**src/sv/ohi_pkg.sv**
```systemverilog
// ----------------------------------------------------------------------------
// ohi_pkg
// Types and constants of the open-addressing hash insert block.
// ----------------------------------------------------------------------------
`timescale 1ns / 1ps

package ohi_pkg;

  localparam int SLOT_W        = 6;
  localparam int VALUE_FIELD_W = 16;
  localparam int SIZE_W        = 7;
  localparam int STEP_W        = 3;
  localparam int STATUS_W      = 2;
  localparam int CFG_INDEX_W   = 2;
  localparam int CFG_DATA_W    = 7;
  localparam int STEP_MODULUS  = 5;
  localparam int STEP_MAX      = 5;

  localparam logic [STEP_W-1:0]      STEP_OFFSET      = 3'd1;
  localparam logic [SIZE_W-1:0]      TABLE_SIZE_RESET = 7'd64;
  localparam logic [CFG_INDEX_W-1:0] CFG_TABLE_SIZE   = 2'd0;
  localparam logic [CFG_INDEX_W-1:0] CFG_PROBE_MODE   = 2'd1;

  typedef enum logic [STATUS_W-1:0] {
    ST_PLACED  = 2'd0,
    ST_FULL    = 2'd1,
    ST_BAD_KEY = 2'd2
  } status_t;

  typedef struct packed {
    logic [SLOT_W-1:0]        home_slot;
    logic [VALUE_FIELD_W-1:0] item_value;
  } item_t;

  typedef struct packed {
    status_t           status;
    logic [SLOT_W-1:0] placed_slot;
  } result_t;

endpackage

```
**src/sv/ohi_step.sv**
```systemverilog
// ----------------------------------------------------------------------------
// ohi_step
// Probe step: 1 in linear mode, (value mod 5) + 1 in double-hash mode.
// ----------------------------------------------------------------------------
`timescale 1ns / 1ps

module ohi_step (
  input  logic [ohi_pkg::VALUE_FIELD_W-1:0] value,
  input  logic                              probe_mode,
  output logic [ohi_pkg::STEP_W-1:0]        step
);

  localparam int NIBBLES = ohi_pkg::VALUE_FIELD_W / 4;

  logic [5:0] rem;

  // 16 = 1 mod 5, so the nibble sum keeps the residue
  always_comb begin
    rem = '0;
    for (int i = 0; i < NIBBLES; i++) begin
      rem = rem + 6'(value[4*i +: 4]);
    end
    for (int k = 3; k >= 0; k--) begin
      if (rem >= 6'(ohi_pkg::STEP_MODULUS << k)) begin
        rem = rem - 6'(ohi_pkg::STEP_MODULUS << k);
      end
    end
    if (probe_mode) begin
      step = 3'(rem) + ohi_pkg::STEP_OFFSET;
    end else begin
      step = ohi_pkg::STEP_OFFSET;
    end
  end

endmodule

```
**src/sv/ohi_table.sv**
```systemverilog
// ----------------------------------------------------------------------------
// ohi_table
// Slot occupancy and value memories, with a clearing pass after reset.
// ----------------------------------------------------------------------------
`timescale 1ns / 1ps

module ohi_table #(
  parameter int TABLE_DEPTH = 64,
  parameter int VALUE_WIDTH = 16
) (
  input  logic                           clk,
  input  logic                           rst,
  input  logic [$clog2(TABLE_DEPTH)-1:0] rd_addr,
  output logic                           rd_taken,
  input  logic                           wr_en,
  input  logic [$clog2(TABLE_DEPTH)-1:0] wr_addr,
  input  logic [VALUE_WIDTH-1:0]         wr_value,
  output logic                           clearing
);

  localparam int ADDR_W = $clog2(TABLE_DEPTH);

  logic                   valid_mem [TABLE_DEPTH];
  logic [VALUE_WIDTH-1:0] value_mem [TABLE_DEPTH];
  logic [ADDR_W-1:0]      clr_addr;

  always_ff @(posedge clk) begin
    if (rst) begin
      clearing <= 1'b1;
      clr_addr <= '0;
    end else if (clearing) begin
      clr_addr <= clr_addr + ADDR_W'(1);
      if (clr_addr == ADDR_W'(TABLE_DEPTH - 1)) begin
        clearing <= 1'b0;
      end
    end
  end

  always_ff @(posedge clk) begin
    if (clearing) begin
      valid_mem[clr_addr] <= 1'b0;
    end else if (wr_en) begin
      valid_mem[wr_addr] <= 1'b1;
    end
    rd_taken <= valid_mem[rd_addr];
  end

  always_ff @(posedge clk) begin
    if (wr_en) begin
      value_mem[wr_addr] <= wr_value;
    end
  end

endmodule

```
**src/sv/open_addressing_hash_insert.sv**
```systemverilog
// ----------------------------------------------------------------------------
// open_addressing_hash_insert
// Inserts values into an open-addressing table with linear or double-hash
// probing; one result per item.
// ----------------------------------------------------------------------------
// channel  | handshake             | payload
// ---------+-----------------------+---------------------------------
// item in  | start, busy           | item (home_slot, item_value)
// result   | result_valid strobe   | result (status, placed_slot)
// config   | cfg_valid, cfg_ready  | cfg_index, cfg_data
//
// Key out of range: result in the cycle after the transfer, busy stays low.
// Otherwise at most as many probes as the table size in use, one read of
// the occupancy memory per cycle; busy drops in the cycle of the result.
// After reset a clearing pass over the table holds busy high;
// config writes are taken throughout. Results cannot be stalled.
// ----------------------------------------------------------------------------
`timescale 1ns / 1ps

module open_addressing_hash_insert #(
  parameter int TABLE_DEPTH = 64,
  parameter int VALUE_WIDTH = 16
) (
  input  logic                               clk,
  input  logic                               rst,
  input  logic                               start,
  output logic                               busy,
  input  ohi_pkg::item_t                     item,
  output logic                               result_valid,
  output ohi_pkg::result_t                   result,
  input  logic                               cfg_valid,
  output logic                               cfg_ready,
  input  logic [ohi_pkg::CFG_INDEX_W-1:0]    cfg_index,
  input  logic [ohi_pkg::CFG_DATA_W-1:0]     cfg_data
);

  localparam int ADDR_W     = $clog2(TABLE_DEPTH);
  localparam int SW         = ohi_pkg::SIZE_W;
  localparam int SW1        = SW + 1;
  localparam int EXT_W      = ADDR_W + SW;
  localparam int SIZE_CAP_I = (TABLE_DEPTH > (1 << SW) - 1) ? (1 << SW) - 1 : TABLE_DEPTH;
  localparam logic [SW-1:0] SIZE_CAP = SW'(SIZE_CAP_I);
  localparam logic [ohi_pkg::VALUE_FIELD_W-1:0] VMASK =
    (VALUE_WIDTH >= ohi_pkg::VALUE_FIELD_W) ? {ohi_pkg::VALUE_FIELD_W{1'b1}} :
    ohi_pkg::VALUE_FIELD_W'((64'd1 << VALUE_WIDTH) - 64'd1);

  typedef enum logic [0:0] {
    S_IDLE,
    S_PROBE
  } state_t;

  state_t                             state;
  logic [SW-1:0]                      table_size;
  logic                               probe_mode;
  logic [SW-1:0]                      pos;
  logic [SW-1:0]                      tries;
  logic [ohi_pkg::STEP_W-1:0]         step;
  logic [VALUE_WIDTH-1:0]             value;

  logic [SW-1:0]                      eff_size;
  logic                               bad_key;
  logic                               accept;
  logic [ohi_pkg::VALUE_FIELD_W-1:0]  item_masked;
  logic [ohi_pkg::STEP_W-1:0]         step_new;
  logic [SW:0]                        wrap;
  logic [SW-1:0]                      pos_next;
  logic [SW-1:0]                      rd_pos;
  logic [EXT_W-1:0]                   rd_ext;
  logic [EXT_W-1:0]                   wr_ext;
  logic                               slot_taken;
  logic                               wr_en;
  logic                               clearing;

  assign cfg_ready   = 1'b1;
  assign item_masked = item.item_value & VMASK;
  assign accept      = start && !busy;
  assign busy        = (state != S_IDLE) || clearing;

  always_comb begin
    if (table_size == '0) begin
      eff_size = SW'(1);
    end else if (table_size > SIZE_CAP) begin
      eff_size = SIZE_CAP;
    end else begin
      eff_size = table_size;
    end
  end

  assign bad_key = SW'(item.home_slot) >= eff_size;

  // pos < size and step <= 5, so a few conditional subtracts wrap it
  always_comb begin
    wrap = {1'b0, pos} + SW1'(step);
    for (int i = 0; i < ohi_pkg::STEP_MAX; i++) begin
      if (wrap >= {1'b0, eff_size}) begin
        wrap = wrap - {1'b0, eff_size};
      end
    end
    pos_next = wrap[SW-1:0];
  end

  assign rd_pos = (state == S_PROBE) ? pos_next : SW'(item.home_slot);
  assign rd_ext = EXT_W'(rd_pos);
  assign wr_ext = EXT_W'(pos);
  assign wr_en  = (state == S_PROBE) && !slot_taken;

  ohi_step u_step (
    .value      (item_masked),
    .probe_mode (probe_mode),
    .step       (step_new)
  );

  ohi_table #(
    .TABLE_DEPTH (TABLE_DEPTH),
    .VALUE_WIDTH (VALUE_WIDTH)
  ) u_table (
    .clk      (clk),
    .rst      (rst),
    .rd_addr  (rd_ext[ADDR_W-1:0]),
    .rd_taken (slot_taken),
    .wr_en    (wr_en),
    .wr_addr  (wr_ext[ADDR_W-1:0]),
    .wr_value (value),
    .clearing (clearing)
  );

  always_ff @(posedge clk) begin
    if (rst) begin
      state        <= S_IDLE;
      table_size   <= ohi_pkg::TABLE_SIZE_RESET;
      probe_mode   <= 1'b0;
      result_valid <= 1'b0;
    end else begin
      if (cfg_valid && cfg_ready) begin
        case (cfg_index)
          ohi_pkg::CFG_TABLE_SIZE: table_size <= cfg_data;
          ohi_pkg::CFG_PROBE_MODE: probe_mode <= cfg_data[0];
          default: ;
        endcase
      end
      case (state)
        S_IDLE: begin
          if (accept && bad_key) begin
            result_valid       <= 1'b1;
            result.status      <= ohi_pkg::ST_BAD_KEY;
            result.placed_slot <= '0;
          end else begin
            result_valid <= 1'b0;
            if (accept) begin
              pos   <= SW'(item.home_slot);
              tries <= eff_size;
              step  <= step_new;
              value <= VALUE_WIDTH'(item_masked);
              state <= S_PROBE;
            end
          end
        end
        S_PROBE: begin
          if (!slot_taken) begin
            result_valid       <= 1'b1;
            result.status      <= ohi_pkg::ST_PLACED;
            result.placed_slot <= pos[ohi_pkg::SLOT_W-1:0];
            state              <= S_IDLE;
          end else if (tries == SW'(1)) begin
            result_valid       <= 1'b1;
            result.status      <= ohi_pkg::ST_FULL;
            result.placed_slot <= '0;
            state              <= S_IDLE;
          end else begin
            result_valid <= 1'b0;
            tries        <= tries - SW'(1);
            pos          <= pos_next;
          end
        end
        default: begin
          result_valid <= 1'b0;
          state        <= S_IDLE;
        end
      endcase
    end
  end

endmodule

```
**config.mk**
```make
export PLATFORM = sky130hd
export DESIGN_NAME = open_addressing_hash_insert
export DESIGN_NICKNAME = d
export VERILOG_FILES = /design/src/sv/ohi_pkg.sv /design/src/sv/ohi_step.sv /design/src/sv/ohi_table.sv /design/src/sv/open_addressing_hash_insert.sv
export SDC_FILE = /design/constraint.sdc
export NUM_CORES = 1
export LEC_CHECK = 0
export BUFFER_PORTS_ARGS = -buffer_cell sky130_fd_sc_hd__buf_4
export CELL_PAD_IN_SITES_DETAIL_PLACEMENT = 1
export CELL_PAD_IN_SITES_GLOBAL_PLACEMENT = 1
export CORE_UTILIZATION = 52
export CTS_BUF_LIST = sky130_fd_sc_hd__clkbuf_16
export CTS_CLUSTER_DIAMETER = 120
export DETAILED_ROUTE_END_ITERATION = 6
export HOLD_SLACK_MARGIN = 0.05
export PLACE_DENSITY_LB_ADDON = 0.25
export SLEW_MARGIN = 25
export SYNTH_ARGS = -nofsm -noshare
export SYNTH_HDL_FRONTEND = slang
export SYNTH_SLANG_ARGS = --single-unit
export TNS_END_PERCENT = 1
```
**constraint.sdc**
```tcl
create_clock -name clk -period 34.1 [get_ports clk]
set_input_delay 0 -clock clk [delete_from_list [all_inputs] [get_ports clk]]
set_output_delay 0 -clock clk [all_outputs]
set_load 0.03 [all_outputs]
```
---- Word-level counts from Yosys, hierarchy flattened ----
Memory sizes are Yosys's and may differ from the RTL's. A register that Yosys moved wholly into a read port is not among the register bits.
Cells that the tools add are included.
storage, ports and cells
  memories kept ........................... 1
  register bits ........................... 42
  bits of input ports ..................... 35
  word-level logic and storage cells ...... 110
  memory bits (writable) .................. 64
  output and inout port bits .............. 11
operators by class
  reduce and logical (&&, ||, !) cells .... 14
  add/sub/neg operators ................... 16
  multiplexer cells ....................... 45
  bitwise logic cells ..................... 3
  order comparisons ....................... 11
  eq/ne operators ......................... 9
memory list
  memory             depth  bits a word  rd ports  clocked after memory_dff  write ports  line             RTL
  u_table.valid_mem  64     1            1         1                         1            ohi_table.sv:23  logic valid_mem [TABLE_DEPTH];
operators by type and width
  cell                 number
  $mux 7               11
  $mux 8               7
  $ge 8x7->1           5
  $sub 8x7->8          4
  $mux 6               5
  $pmux 7 s2           2
  $mux 1               16
  $pmux 8 s2           1
  $add 6x4->6          2
  $add 7x3->8          1
  $ne 2x2->1 const B   4
  $eq 7x1->1 const B   1
  $ge 6x7->1           1
  $gt 7x7->1 const B   1
  $logic_not 7->1      1
  $sub 7x1->7 const B  1
  $sub 7x7->7          1
  $add 6x1->6 const B  1
  $eq 6x6->1 const B   1
  $ge 6x3->1 const B   1
  $ge 6x4->1 const B   1
  $ge 6x5->1 const B   1
  $ge 6x6->1 const B   1
  $sub 6x4->6 const B  1
  other kinds (20)     27

---- Logic depth before layout (Yosys ltp) ----
  depth in word-level cells ............... 16
  gate-level depth with buffers ........... 58
  mapped depth without buffers ............ 54

---- Hierarchy ----
Synthesis repeated with hierarchy kept, for this count alone.
unflattened totals
  cells, all modules ...................... 856
  area total of the unflattened synthesis .. 8,934.8 µm²
modules (own cells, without submodules)
  module                       seq. area each (µm²)  area an instance (µm²)  times used  cells each
  open_addressing_hash_insert  1,431.4               4,301.6                 1           430
  ohi_table                    2,082.0               3,430.8                 1           273
  ohi_step                     0.0                   1,202.4                 1           153

---- Least setup slack after synthesis ----
Ideal clock, no wire load.
  path kind ............................... register to register
  start point ............................. register pos[0]
  end point ............................... register u_table.rd_taken, read port of u_table.valid_mem
  setup time .............................. 0.103 ns
  stages on the path, launching flop included .. 53
  period minus slack after synthesis ...... 11.970 ns
  data arrival time ....................... 11.866 ns
  path slack .............................. 22.130 ns
  path buffers ............................ 4
  data required time ...................... 33.997 ns
  path through ............................ edfxtp_1 > ha_1 > fa_1 > inv_1 > fa_1 > nand2b_1 > a21oi_1 > o311a_1 > nand2b_1 > clkbuf_1 > mux2_2 > ha_1 > and3_1 > a41oi_1 > and3_1 > nor2_1 > or4_1 > buf_2 > [17 not listed] > mux2i_4 > inv_1 > ha_1 > fa_1 > nor2b_1 > o21ai_0 > a21boi_0 > o21ai_0 > o211ai_1 > a21oi_1 > o31a_1 > o311ai_2 > a21oi_4 > buf_4 > mux2i_1 > mux4_2 > a22o_1 > a2111oi_2
on the way
  cells in the longest elaborated chain, start to end .. 12
  elaborated cells on any way between the ends .. 17
  classes of those cells .................. 6 x add/sub; 5 x order compare; 6 x mux
RTL lines
  element                                    line                                                                  RTL
  from (decl)                                open_addressing_hash_insert.sv:55                                     logic [SW-1:0] pos;
  from (signal assigned)                     open_addressing_hash_insert.sv:150                                    pos <= SW'(item.home_slot);
  from (signal assigned)                     open_addressing_hash_insert.sv:172                                    pos <= pos_next;
  $add 7x3->8 *                              open_addressing_hash_insert.sv:93                                     wrap = {1'b0, pos} + SW1'(step);
  $sub 8x7->8 or $ge 8x7->1 (tied branches)  open_addressing_hash_insert.sv:96, open_addressing_hash_insert.sv:95
  $mux 8 *                                   open_addressing_hash_insert.sv:95                                     if (wrap >= {1'b0, eff_size}) begin
  $sub 8x7->8 or $ge 8x7->1 (tied branches)  open_addressing_hash_insert.sv:96, open_addressing_hash_insert.sv:95
  $mux 8 *                                   open_addressing_hash_insert.sv:95
  $sub 8x7->8 or $ge 8x7->1 (tied branches)  open_addressing_hash_insert.sv:96, open_addressing_hash_insert.sv:95
  $mux 8 *                                   open_addressing_hash_insert.sv:95
  $sub 8x7->8 or $ge 8x7->1 (tied branches)  open_addressing_hash_insert.sv:96, open_addressing_hash_insert.sv:95
  $mux 8 *                                   open_addressing_hash_insert.sv:95
  $sub 7x7->7 or $ge 8x7->1 (tied branches)  open_addressing_hash_insert.sv:96, open_addressing_hash_insert.sv:95
  $mux 7 *                                   open_addressing_hash_insert.sv:95
  $mux 6 *                                   open_addressing_hash_insert.sv:102                                    assign rd_pos = (state == S_PROBE) ? pos_next : SW'(item.home_slot);
  to (decl)                                  ohi_table.sv:14                                                       output logic rd_taken,
Every way passes the cells marked *; elsewhere a longest branch is shown, timed or not.
A chain may end at the register's enable or synchronous reset.

---- Final worst setup path ----
Ends and elaborated chain as after synthesis.

==> impl_metrics.toml <==
[timing]
worstMarginPinSlew_ns = 1.02
period_share = 0.422
worst_slew_margin_rel = 0.317
hold_violations = 0
period_needed_ns = 14.39
skew_ns = 0.0119
setup_slack_ns = 19.71
drv_slew = 0
setup_viol = 0
rsz0062_at_grt = "no"
fmax_mhz = 69.5
fin_tns_setup_ns = 0
holdWs_ns = 0.130

[power_and_ir_drop]
power_frac_seq = 0.296
sw_frac_of_total = 0.388
power.leakage_nw = 3.78
intPower_w = 0.000295
p_switching_w = 0.000187
p_total_w = 0.000482
share_comb_of_total_power = 0.471
ir_drop_uv = 43.3
power.share.clock = 0.233
power_density_nw_per_um2 = 52.3

[cells_and_area]
nNetsFinal = 1017
seq_area_sq_um = 3030
antenna_cells = 0
drive_gt1_frac = 0.120
fillers = 1738
multiInputGateArea_sq_um = 4820
stdcell_count = 1123
synthToLayoutAreaGrowth_pct = 12.3

[clock_network]
htreeDepth = 3
cts_resized = 0
clk-insertion-delay-late_ns = 0.37
cts_tree = "built"
clockBufferDepth = 2
cts_root_buf = "clkbuf_16"
cts_made_buffers = 9
clkSlewWorstSetupHoldPaths_ns = 0.08
ctsHoldBuffers = 15
clock_sinks = 107
post_cts_buffers = 0

[route]
routed-wl-met3_um = 745
dr.first_iter.drc_count = 372
maxUsedRoutingLayer = "met4"
drcViolationCount = 0
drt-total-wl_mm = 23.6
viasPerCell = 5.98
drtAntennaViolNets = 0
vias = 6711
wire_per_inst_um = 21.0
drt_pass1_iterations = 4
wl_met2_mm = 12.7
wl_met1_mm = 9.42

[die]
die_area_sq_um = 16300
rows = 45
core-area_sq_um = 15300
start_util = 0.536
die_x_um = 128
pin_count = 46
die_h_um = 128

[synthesis]
synth_edf_count = 89
syn_area_per_cell_sq_um = 9.56
seq_area_frac_synth = 0.370
synth_area_sq_um = 8200
yosysWarningCount = 0
ys_seq_elements = 107
synth_async_sr_flop_share = 0
netlist_instances = 858
synth_nets = 968
netlist-cell-type-count = 70
synth-main-ff-cell = "edfxtp_1"

[placed_design]
routabilityCongestion = 0.915
pre_cts_ws_ns = 19.80
place_hpwl_mm = 17.4
placedCellCount = 1091
io_buffer_count = 44

[worst_setup_path]
end_kind = "register"
r2r-end = "u_table.rd_taken"
crit_arrival_ns = 14.66
crit_path_frequent_cell = "ha_1"
slowest_stage = "a221o_1"
required_ns = 34.36
reg2regPathDepth = 51
critPathLaunch = "pos[0]"
start_kind = "register"
critPathKind = "register to register"
regToRegSetupSlack_ns = 19.71
crit-reg2reg-launch = "pos[0]"
slowest_delay_ns = 0.86
cp_max_fo = 22

[min_path]
hold_start = "item[21]"
hold-path-cell-count = 3
hp-class = "input pin to register"
holdPathEnd = "pos[5]"

[grt]
grt_overflow = 0
grt_max_degree = 80
antenna_found_initial = 0
grt_pass1_vias = 7233
grt_pass1_wl_mm = 37.8
grt_usage = 0.303

[outcome]
status = "completed"

[run]
maxCapViolCount = 0
==> power by group through the flow <==
stage / Sequential, W / Combinational [W] / Clock, W
after floorplan: 0.000145 / 0.000170 / 0
after global placement: 0.000146 / 0.000205 / 0
after detailed placement: 0.000146 / 0.000221 / 0
after CTS: 0.000143 / 0.000224 / 0.000112
after global routing: 0.000143 / 0.000251 / 0.000117
final: 0.000143 / 0.000227 / 0.000112
==> cell type report <==
class | instances | area share
Sequential cell | 107 | 0.329
Timing Repair Buffer | 63 | 0.0576
Multi-Input combinational cell | 664 | 0.523
Tap cell | 211 | 0.0287
Clock buffer | 9 | 0.0244
Clock inverter | 7 | 0.0109
Inverter | 62 | 0.0258
==> routing by layer <==
layer | vias to the layer above | track usage
li1 | 3176 | -
met1 | 3339 | 0.331
met2 | 136 | 0.581
met3 | 60 | 0.0473
met4 | 0 | 0.127
met5 | - | 0
==> Yosys cell counts (4+ instances only) <==
library cell | instances | area (sq um)
xnor2_1 | 21 | 184
nor2b_1 | 14 | 87.6
nand2_1 | 67 | 251
buf_4 | 4 | 30.0
and3_1 | 8 | 50.1
nor2_1 | 126 | 473
a31oi_1 | 11 | 68.8
fa_1 | 12 | 240
mux2i_1 | 57 | 571
nor3_1 | 15 | 75.1
o31a_1 | 7 | 61.3
or2_2 | 5 | 31.3
a211oi_1 | 12 | 90.1
nand3_1 | 9 | 45.0
or3_1 | 7 | 43.8
edfxtp_1 | 89 | 2670
and2_1 | 8 | 50.1
a21oi_1 | 37 | 185
nor3b_1 | 4 | 30.0
ha_1 | 63 | 788
dfxtp_1 | 18 | 360
inv_1 | 59 | 221
a21o_1 | 13 | 97.6
a2111oi_0 | 5 | 43.8
nand2b_1 | 14 | 87.6
nand4_1 | 5 | 31.3
clkbuf_1 | 15 | 56.3
o31ai_1 | 6 | 45.0
xor2_1 | 15 | 131
o21ai_0 | 37 | 185
o21a_1 | 14 | 105
mux2_2 | 24 | 270
==> metrics by stage <==
step	cell area [sq um]	utilization
floorplan	8200	-
global route	9210	0.602
CTS	9180	0.599
global placement	8700	0.568
finish	9210	0.602
detailed placement	8700	0.568
==> placed cells by master (no fill, tap or decap), drive strengths merged, types with 7 or more instances in the layout <==
master	n
nor2	126
edfxtp	89
nand2	67
ha	63
inv	60
mux2i	58
buf	48
a21oi	38
o21ai	37
mux2	24
xnor2	21
dfxtp	18
nor3	16
xor2	15
dlygate4sd3	15
nor2b	14
o21a	14
nand2b	14
a21o	13
a211oi	12
fa	12
a31oi	11
nand3	9
clkbuf	9
and3	9
and2	8
or3	8
clkinv	8
o31a	7
==> cells by family (layout without fill, tap and decap cells) <==
kind of cell | Yosys count | count (layout) | share of synthesized area
xor+xnor | 36 | 36 | 0.0384
other cells | 1 | 1 | 0.000457
compound gates | 167 | 167 | 0.137
flops | 107 | 107 | 0.370
buf+inv | 87 | 141 | 0.0435
fa+ha+maj | 75 | 75 | 0.125
mux | 85 | 85 | 0.114
simple gates | 300 | 300 | 0.172
==> worst max path at each step <==
stage / to
final: u_table.rd_taken
after detailed placement: u_table.rd_taken
after global routing: u_table.rd_taken
after global placement: u_table.rd_taken
after CTS: u_table.rd_taken
after floorplan: u_table.rd_taken
==> registers in the layout, indices dropped and copies added, names as in the netlist <==
register / cells
step: 3
tries: 7
u_table.valid_mem: 64
u_table.clearing: 1
u_table.rd_taken: 1
result_valid: 1
table_size: 7
u_table.clr_addr: 6
probe_mode: 1
pos: 7
state: 1
result: 8
==> worst max-delay path, delay by kind of cell (launching register included) <==
kind	cells	cell delay, ns
compound gates	22	5.81
xor+xnor	1	0.11
fa+ha+maj	9	2.93
buf+inv	2	0.17
flops	1	0.49
mux	4	1.67
simple gates	13	3.09
No activity file was read; power rests on OpenSTA's default activity.
